--- src/rtl/core/i2cm_pkg.sv ---
package i2cm_pkg;

   // command codes carried in the kind field
   localparam int unsigned KIND_W = 3;
   localparam logic [KIND_W-1:0] KIND_TICK      = 3'd0;
   localparam logic [KIND_W-1:0] KIND_START     = 3'd1;
   localparam logic [KIND_W-1:0] KIND_STOP      = 3'd2;
   localparam logic [KIND_W-1:0] KIND_WRITE     = 3'd3;
   localparam logic [KIND_W-1:0] KIND_READ_ACK  = 3'd4;
   localparam logic [KIND_W-1:0] KIND_READ_NACK = 3'd5;

   // register indexes on the csr port
   localparam int unsigned CSR_INDEX_W = 1;
   localparam logic [CSR_INDEX_W-1:0] CSR_HALF_PERIOD = 1'd0;
   localparam logic [CSR_INDEX_W-1:0] CSR_ACK_LIMIT   = 1'd1;

   localparam int unsigned HALF_W  = 16;
   localparam int unsigned LIMIT_W = 8;
   localparam int unsigned BYTE_W  = 8;
   localparam int unsigned BITCNT_W = 4;

   localparam logic [HALF_W-1:0]  HALF_PERIOD_RESET = 16'd50;
   localparam logic [LIMIT_W-1:0] ACK_LIMIT_RESET   = 8'd250;

   // bit count value reached after the last bit of a byte
   localparam logic [BITCNT_W-1:0] BITS_PER_BYTE = 4'd8;

   typedef logic [KIND_W-1:0] kind_type;

endpackage

--- src/rtl/core/i2c_master_byte_engine.sv ---
// channel | ports                                  | transfer
// --------+----------------------------------------+-----------------------------------------
// req     | req_valid, req_stall, kind/tx/sda_in   | one bus tick, optionally with a command
// rsp     | rsp_valid, rsp_stall, pin and status   | pin levels and status after that tick
// csr     | csr_write_enable, csr_index, data      | register write, taken at once
//
// one tick is processed per clock cycle: the sequencer state is updated at the edge the
// request transfer happens and the state registers themselves are the response payload
// reset is synchronous; it leaves scl high, sda released and no response pending
// a request is taken while the response register is empty or is drained in the same cycle,
// so back-to-back ticks flow at one per cycle when rsp_stall stays low
// while a response is held by rsp_stall the request side is stalled
module i2c_master_byte_engine (
   input  logic                                 clock,
   input  logic                                 reset,
   // request channel
   input  logic                                 req_valid,
   output logic                                 req_stall,
   input  i2cm_pkg::kind_type                   req_kind,
   input  logic [i2cm_pkg::BYTE_W-1:0]          req_tx_byte,
   input  logic                                 req_sda_in,
   // response channel
   output logic                                 rsp_valid,
   input  logic                                 rsp_stall,
   output logic                                 rsp_scl_level,
   output logic                                 rsp_sda_level,
   output logic                                 rsp_sda_drive,
   output logic                                 rsp_busy_res,
   output logic                                 rsp_done_res,
   output logic [i2cm_pkg::BYTE_W-1:0]          rsp_rx_byte,
   output logic                                 rsp_no_ack,
   // configuration
   input  logic                                 csr_write_enable,
   input  logic [i2cm_pkg::CSR_INDEX_W-1:0]     csr_index,
   input  logic [i2cm_pkg::HALF_W-1:0]          csr_write_data
);
   import i2cm_pkg::*;

   typedef enum logic [3:0] {
      PH_IDLE,
      PH_ST1,
      PH_ST2,
      PH_SP1,
      PH_SP2,
      PH_SP3,
      PH_WR_HI,
      PH_WR_LO,
      PH_ACK_POLL,
      PH_RD_HI,
      PH_RD_LO,
      PH_AK_SDA,
      PH_AK_SCLH,
      PH_AK_END
   } phase_type;

   // configuration registers
   logic [HALF_W-1:0]   half_period_ff;
   logic [LIMIT_W-1:0]  ack_limit_ff;

   // sequencer state, doubles as the response payload
   phase_type           phase_ff, phase_in;
   kind_type            command_ff, command_in;
   logic [BITCNT_W-1:0] bit_count_ff, bit_count_in;
   logic [HALF_W-1:0]   wait_count_ff, wait_count_in;
   logic [BYTE_W-1:0]   shift_ff, shift_in;
   logic [LIMIT_W-1:0]  poll_count_ff, poll_count_in;
   logic                scl_ff, scl_in;
   logic                sda_ff, sda_in;
   logic                drive_ff, drive_in;
   logic [BYTE_W-1:0]   rx_ff, rx_in;
   logic                no_ack_ff, no_ack_in;
   logic                done_ff, done_in;

   logic                rsp_valid_ff;
   logic                req_take;
   logic [HALF_W-1:0]   arm_wait;
   logic [BITCNT_W-1:0] bit_count_inc;

   // a pending response blocks new ticks until it drains
   assign req_stall = rsp_valid_ff & rsp_stall;
   assign req_take  = req_valid & ~req_stall;

   // reload for the delay counter, a zero half period acts as one tick
   assign arm_wait      = (half_period_ff == '0) ? '0 : half_period_ff - 1'b1;
   assign bit_count_inc = bit_count_ff + 1'b1;

   always_comb begin
      phase_in      = phase_ff;
      command_in    = command_ff;
      bit_count_in  = bit_count_ff;
      wait_count_in = wait_count_ff;
      shift_in      = shift_ff;
      poll_count_in = poll_count_ff;
      scl_in        = scl_ff;
      sda_in        = sda_ff;
      drive_in      = drive_ff;
      rx_in         = rx_ff;
      no_ack_in     = no_ack_ff;
      done_in       = 1'b0;

      if (phase_ff == PH_IDLE) begin
         // new command, only looked at while idle
         command_in = req_kind;
         case (req_kind)
            KIND_START: begin
               drive_in      = 1'b1;
               scl_in        = 1'b1;
               sda_in        = 1'b1;
               phase_in      = PH_ST1;
               wait_count_in = arm_wait;
            end
            KIND_STOP: begin
               drive_in      = 1'b1;
               scl_in        = 1'b0;
               sda_in        = 1'b0;
               phase_in      = PH_SP1;
               wait_count_in = arm_wait;
            end
            KIND_WRITE: begin
               // msb goes out now, the rest shifts up
               sda_in        = req_tx_byte[BYTE_W-1];
               shift_in      = {req_tx_byte[BYTE_W-2:0], 1'b0};
               bit_count_in  = '0;
               drive_in      = 1'b1;
               scl_in        = 1'b0;
               phase_in      = PH_WR_HI;
               wait_count_in = arm_wait;
            end
            KIND_READ_ACK, KIND_READ_NACK: begin
               shift_in      = '0;
               bit_count_in  = '0;
               drive_in      = 1'b0;
               scl_in        = 1'b0;
               phase_in      = PH_RD_HI;
               wait_count_in = arm_wait;
            end
            default: begin
               // plain tick and unused codes
               command_in = KIND_TICK;
            end
         endcase
      end else if (wait_count_ff != '0) begin
         wait_count_in = wait_count_ff - 1'b1;
      end else begin
         case (phase_ff)
            PH_ST1: begin
               sda_in        = 1'b0;
               phase_in      = PH_ST2;
               wait_count_in = arm_wait;
            end
            PH_ST2: begin
               scl_in   = 1'b0;
               phase_in = PH_IDLE;
               done_in  = 1'b1;
            end
            PH_SP1: begin
               scl_in        = 1'b1;
               phase_in      = PH_SP2;
               wait_count_in = arm_wait;
            end
            PH_SP2: begin
               sda_in        = 1'b1;
               phase_in      = PH_SP3;
               wait_count_in = arm_wait;
            end
            PH_SP3: begin
               drive_in = 1'b0;
               // a stop that closes a timed-out write flags it
               if (command_ff == KIND_WRITE) begin
                  no_ack_in = 1'b1;
               end
               phase_in = PH_IDLE;
               done_in  = 1'b1;
            end
            PH_WR_HI: begin
               scl_in        = 1'b1;
               phase_in      = PH_WR_LO;
               wait_count_in = arm_wait;
            end
            PH_WR_LO: begin
               scl_in       = 1'b0;
               bit_count_in = bit_count_inc;
               if (bit_count_inc < BITS_PER_BYTE) begin
                  sda_in        = shift_ff[BYTE_W-1];
                  shift_in      = {shift_ff[BYTE_W-2:0], 1'b0};
                  phase_in      = PH_WR_HI;
                  wait_count_in = arm_wait;
               end else begin
                  // release sda and clock the ack bit
                  drive_in      = 1'b0;
                  scl_in        = 1'b1;
                  poll_count_in = '0;
                  phase_in      = PH_ACK_POLL;
                  wait_count_in = arm_wait;
               end
            end
            PH_ACK_POLL: begin
               if (!req_sda_in) begin
                  scl_in    = 1'b0;
                  no_ack_in = 1'b0;
                  phase_in  = PH_IDLE;
                  done_in   = 1'b1;
               end else if (poll_count_ff >= ack_limit_ff) begin
                  // timeout, run a stop
                  drive_in      = 1'b1;
                  scl_in        = 1'b0;
                  sda_in        = 1'b0;
                  phase_in      = PH_SP1;
                  wait_count_in = arm_wait;
               end else begin
                  poll_count_in = poll_count_ff + 1'b1;
               end
            end
            PH_RD_HI: begin
               scl_in        = 1'b1;
               shift_in      = {shift_ff[BYTE_W-2:0], req_sda_in};
               bit_count_in  = bit_count_inc;
               phase_in      = PH_RD_LO;
               wait_count_in = arm_wait;
            end
            PH_RD_LO: begin
               scl_in = 1'b0;
               if (bit_count_ff < BITS_PER_BYTE) begin
                  phase_in = PH_RD_HI;
               end else begin
                  drive_in = 1'b1;
                  phase_in = PH_AK_SDA;
               end
               wait_count_in = arm_wait;
            end
            PH_AK_SDA: begin
               sda_in        = (command_ff == KIND_READ_NACK);
               phase_in      = PH_AK_SCLH;
               wait_count_in = arm_wait;
            end
            PH_AK_SCLH: begin
               scl_in        = 1'b1;
               phase_in      = PH_AK_END;
               wait_count_in = arm_wait;
            end
            PH_AK_END: begin
               scl_in   = 1'b0;
               rx_in    = shift_ff;
               phase_in = PH_IDLE;
               done_in  = 1'b1;
            end
            default: begin
               phase_in = PH_IDLE;
            end
         endcase
      end
   end

   always_ff @(posedge clock) begin
      if (reset) begin
         half_period_ff <= HALF_PERIOD_RESET;
         ack_limit_ff   <= ACK_LIMIT_RESET;
         phase_ff       <= PH_IDLE;
         command_ff     <= KIND_TICK;
         bit_count_ff   <= '0;
         wait_count_ff  <= '0;
         shift_ff       <= '0;
         poll_count_ff  <= '0;
         scl_ff         <= 1'b1;
         sda_ff         <= 1'b1;
         drive_ff       <= 1'b0;
         rx_ff          <= '0;
         no_ack_ff      <= 1'b0;
         done_ff        <= 1'b0;
         rsp_valid_ff   <= 1'b0;
      end else begin
         if (csr_write_enable) begin
            case (csr_index)
               CSR_HALF_PERIOD: half_period_ff <= csr_write_data;
               CSR_ACK_LIMIT:   ack_limit_ff   <= csr_write_data[LIMIT_W-1:0];
               default: ;
            endcase
         end

         // state only moves when a tick is taken, so a stalled response holds
         if (req_take) begin
            phase_ff      <= phase_in;
            command_ff    <= command_in;
            bit_count_ff  <= bit_count_in;
            wait_count_ff <= wait_count_in;
            shift_ff      <= shift_in;
            poll_count_ff <= poll_count_in;
            scl_ff        <= scl_in;
            sda_ff        <= sda_in;
            drive_ff      <= drive_in;
            rx_ff         <= rx_in;
            no_ack_ff     <= no_ack_in;
            done_ff       <= done_in;
            rsp_valid_ff  <= 1'b1;
         end else if (!rsp_stall) begin
            rsp_valid_ff <= 1'b0;
         end
      end
   end

   assign rsp_valid     = rsp_valid_ff;
   assign rsp_scl_level = scl_ff;
   assign rsp_sda_level = sda_ff;
   assign rsp_sda_drive = drive_ff;
   assign rsp_busy_res  = (phase_ff != PH_IDLE);
   assign rsp_done_res  = done_ff;
   assign rsp_rx_byte   = rx_ff;
   assign rsp_no_ack    = no_ack_ff;

endmodule
--- config.mk ---
export PLATFORM = sky130hd
export DESIGN_NAME = i2c_master_byte_engine
export DESIGN_NICKNAME = d
export VERILOG_FILES = /design/src/rtl/core/i2cm_pkg.sv /design/src/rtl/core/i2c_master_byte_engine.sv
export SDC_FILE = /design/constraint.sdc
export NUM_CORES = 1
export LEC_CHECK = 0
export BUFFER_PORTS_ARGS = -buffer_cell sky130_fd_sc_hd__buf_2
export CAP_MARGIN = 30
export CORE_MARGIN = 5
export CORE_UTILIZATION = 55
export DETAILED_ROUTE_END_ITERATION = 8
export GPL_ROUTABILITY_DRIVEN = 1
export PLACE_DENSITY_LB_ADDON = 0.12
export REMOVE_ABC_BUFFERS = 1
export SYNTH_ARGS = -nofsm -noshare
export SYNTH_HDL_FRONTEND = slang
export SYNTH_SLANG_ARGS = --single-unit
--- constraint.sdc ---
create_clock -name clock -period 2.65 [get_ports clock]
set_input_delay 0.265 -clock clock [delete_from_list [all_inputs] [get_ports clock]]
set_output_delay 0.265 -clock clock [all_outputs]
set_load 0.02 [all_outputs]
==> results.md <==
- The run finished with clean final reports.
- In the post-synthesis netlist, the cell with the most instances is sky130_fd_sc_hd__dfxtp_1.
- Data arrives at the worst endpoint at 2700 ps.
- The number of synthesized flops with an enable pin is 0.
- TritonCTS built the clock tree.
- The area of the core region is 9109 um^2.
- Before CTS, the worst setup slack after placement is 99.89 ps.
- The Yosys step of the flow raised 0 warnings.
- Summing all flip-flop and latch instances after layout gives 1622 um^2.
- The met3 track demand over resource is 4.554%.
- Dividing the final minimum period by the clock period gives 93.43%.
- The half-perimeter wire length after placement is 9.755 mm.
- The initial utilization of the core area, before any placement, comes to 55.60%.
- The final antenna-violating net count is 0.
- The number of buffers and inverters on the critical path is 2.
- Synthesis inferred 81 register bits.
- The area growth from synthesis to layout is 13.24%.
- Headroom to the max-slew limit came out at 53.30%.
- The count of final hold-check violations was 0.
- The largest net degree at the start of global routing is 64.
- The synthesized instance count is 661.
- Setup slack closes at 174.0 ps.
- The floorplan has 35 rows.
- For the pin with the worst max-slew slack, the measured transition is 699.7 ps.
- The tree is rooted in a sky130_fd_sc_hd__clkbuf_8.
- The routed layout has 5,088 vias.
- The most instantiated flip-flop cell in the synthesis netlist is sky130_fd_sc_hd__dfxtp_1.
- By count the netlist is led by sky130_fd_sc_hd__dfxtp_1 (81), sky130_fd_sc_hd__nand2_1 (80), sky130_fd_sc_hd__a21oi_1 (67).
- Ranked by total cell area, the synthesized netlist is headed by sky130_fd_sc_hd__dfxtp_1 (32%), sky130_fd_sc_hd__a21oi_1 (6.6%), sky130_fd_sc_hd__nand2_1 (5.9%), sky130_fd_sc_hd__ha_1 (4.2%), sky130_fd_sc_hd__nand3_1 (4.1%).
- The chip width is 106.0 um.
- VDD sags by at most 0.0003245 V.
- The I/O pin total is 50.
- Sequential cells burn 39.3% of the power.
- The dominant delay contributor by cell family on the critical path is simple AND/OR/NAND/NOR gates.
- The cell area that synthesis handed to floorplanning was 5065 um^2.
- Global routing consumed, on the met1 layer, 31.88% of the routing resources.
- The maximum fanout along the worst path is 16.
- In this design, the stage delay of the slowest critical-path cell is 520 ps.
- The proportion of layout cells with a drive suffix above 1 is 17.15%.
- The total global routing track utilization is 24.32%.
- After detailed routing, the number of vias per cell comes to 6.101.
- Traced cell by cell, the critical path runs through inv_1 > ha_1 > nor4b_1 > and4_4 > o21ai_2 > or4_1 > buf_4 > a211oi_1 > a211oi_1.
- The initial antenna violation count is 0.
- After clock tree synthesis, the clock-pin slew on the worst setup and hold paths is 90 ps.
- The count of buffers added on input and output ports is 49.
- The register area share after synthesis is 32.02%.
- The routed wirelength normalized by instance count is 16.02 um.
- The kind of path behind the tightest hold check is primary input to flop.
- Max-cap violations in this run came to 0.
- The worst path in the final design needs a cycle of 2476 ps, including I/O delays and setup.
- Derived from the worst setup path, the maximum achievable clock frequency is 403.9 MHz.
- The clock net sink count is 81.
- Combinational cells account for 36.2% of the total power.
- The via count of the first global-routing pass is 4,830.
- The count of H-tree levels built during CTS is 3.
- The start-to-end type of the worst setup path is flop to flop.
- The count of nets after finishing is 769.
- The cell occurring most often along the worst timing path is sky130_fd_sc_hd__a211oi_1.
- For the final database, setup skew stands at 18.56 ps.
- For this run, the detailed router's first-pass iteration total came to 8.
- The leakage power is 0.002324 uW.
- The kind of end point of the critical path is a flop.
- Of the post-synthesis cell area, the dominant cell type holds 32.02%.
- The library cell occupying the most area in the post-synthesis netlist is sky130_fd_sc_hd__dfxtp_1.
- The total overflow left after global routing is 0.
- On the critical path, the stage with the largest delay is an instance of sky130_fd_sc_hd__or4_1.
- The die area is 11,230 um^2.
- The async set-reset flop share out of synthesis is 0%.
- Counting distinct cell types in the post-synthesis netlist gives 71.
- The number of inserted diodes is 0.
- The first-iteration detailed-routing DRC count is 392.
- The startpoint kind of the worst setup timing path is a flop.
- The maximum clock insertion buffer count is 2.
- The number of max-slew violations in the final report came to 0.
- The number of clock buffers inserted by TritonCTS is 9.
- The later-pin clock latency in the skew report is 370 ps.
- The height of the die is 106.0 um.
- After global routing, the most crowded layer is met2.
- Setup repair after global routing left no endpoint under its margin.
- The count of hold buffers inserted by post-cts repair is 0.
- The number of placed instances, taps included, is 817.
- The switching power share of the total is 39.56%.
- The count of placed standard cells in the final layout, fillers left out is 834.
- After synthesis, the mean cell area works out to 7.662 um^2.
- The clock share of power is 24.4%.
- The routed design has 13.36 mm of wire.
- The count of filler cells inserted in the layout is 865.
- The area of the multi-input gates is 3158 um^2.
- The setup-violating endpoint count in the final report is 0.
- The net switching component of the power is 1426 uW.
- Global routing consumed, on the met2 layer, 40.76% of the routing resources.
- The residual DRC count is 0.
- The power density over the cells is 628.4 nW/um^2.
- The congestion estimate from routability-driven global placement came to 0.8990.
- The critical path required time is 2870 ps.
- Internal power comes to 2178 uW.
- The first global-routing pass estimated 22.67 mm of wire.
-- kinds of logic (layout without fill, tap and decap cells) --
| family | after synthesis | after routing | synth area share (%) |
|---|---|---|---|
| AOI/OAI and AO/OA | 191 | 191 | 24.93 |
| muxes | 13 | 13 | 2.594 |
| xor gates and xnor gates | 16 | 16 | 2.915 |
| buffers and inverters | 70 | 132 | 5.632 |
| adders and majority gates | 17 | 17 | 4.200 |
| DFF | 81 | 81 | 32.02 |
| and+or+nand+nor | 273 | 273 | 27.72 |
-- repair_timing --
item,in CTS,in global routing
setup endpoints to repair,0,9
buffers inserted,0,1
resized for setup,0,1
-- path summary, 6_finish.rpt --
path	from	cells past startpoint	slack, ps	end
max	wait_count_ff[0]	9	170	shift_ff[1]
min	req_valid	2	130	rsp_valid
min reg2reg	rsp_sda_drive	2	480	rsp_sda_drive
max reg2reg	wait_count_ff[0]	9	170	shift_ff[1]
-- cell usage in the layout, fill, tap and decap left out, types with 15 or more instances in the layout --
cell | Yosys | routed
sky130_fd_sc_hd__o21ai_0 | 33 | 32
sky130_fd_sc_hd__inv_1 | 30 | 30
sky130_fd_sc_hd__a211oi_1 | 15 | 15
sky130_fd_sc_hd__buf_4 | 1 | 36
sky130_fd_sc_hd__buf_2 | 9 | 49
sky130_fd_sc_hd__ha_1 | 17 | 17
sky130_fd_sc_hd__nor2_1 | 51 | 51
sky130_fd_sc_hd__nand2_1 | 80 | 80
sky130_fd_sc_hd__nor3_1 | 21 | 21
sky130_fd_sc_hd__nand3_1 | 41 | 41
sky130_fd_sc_hd__dfxtp_1 | 81 | 81
sky130_fd_sc_hd__a21oi_1 | 67 | 67
-- layout make-up --
cell class                 instances  area share (%)
clock buffer                       9           2.160
clock inverter                     7           1.069
sequential                        81           28.27
inverter                          31           2.029
timing repair buffer              85           8.988
multi-input combinational        510           55.06
tap                              111           2.421
-- sequential cells by signal, indices dropped and copies added, names as in the netlist --
signal / cells
half_period_ff: 16
wait_count_ff: 16
ack_limit_ff: 8
poll_count_ff: 8
rsp_rx_byte: 8
shift_ff: 8
bit_count_ff: 4
phase_ff: 4
command_ff: 3
rsp_done_res: 1
rsp_no_ack: 1
rsp_scl_level: 1
rsp_sda_drive: 1
rsp_sda_level: 1
rsp_valid: 1
-- metrics by stage --
step                      util, %  setup TNS, ps  hold slack (ps)  cell area [um^2]  power [uW]
after CTS                   62.88              0            121.8              5728        3603
after floorplan                 -         -445.8            329.6              4896        2279
after global routing        62.97              0            130.1              5736        3830
final                       62.97              0            132.4              5736        3604
after detailed placement    60.85              0            458.7              5543        2726
after global placement      60.85              0            451.2              5543        2703
-- power by group through the flow --
stage          Clock (uW)  Combinational [uW]  Sequential (uW)
6_report              881                1310             1420
5_1_grt               952                1450             1430
4_1_cts               897                1290             1410
3_5_place_dp            0                1280             1440
3_3_place_gp            0                1260             1440
2_1_floorplan           0                 832             1450
-- layer usage --
layer	vias to the layer above	share of wire [%]
met3	19	5.9
met2	153	47
met1	2379	46
li1	2537	-
met4	0	1.2
met5	-	0
Power figures use the tool's default switching activity.
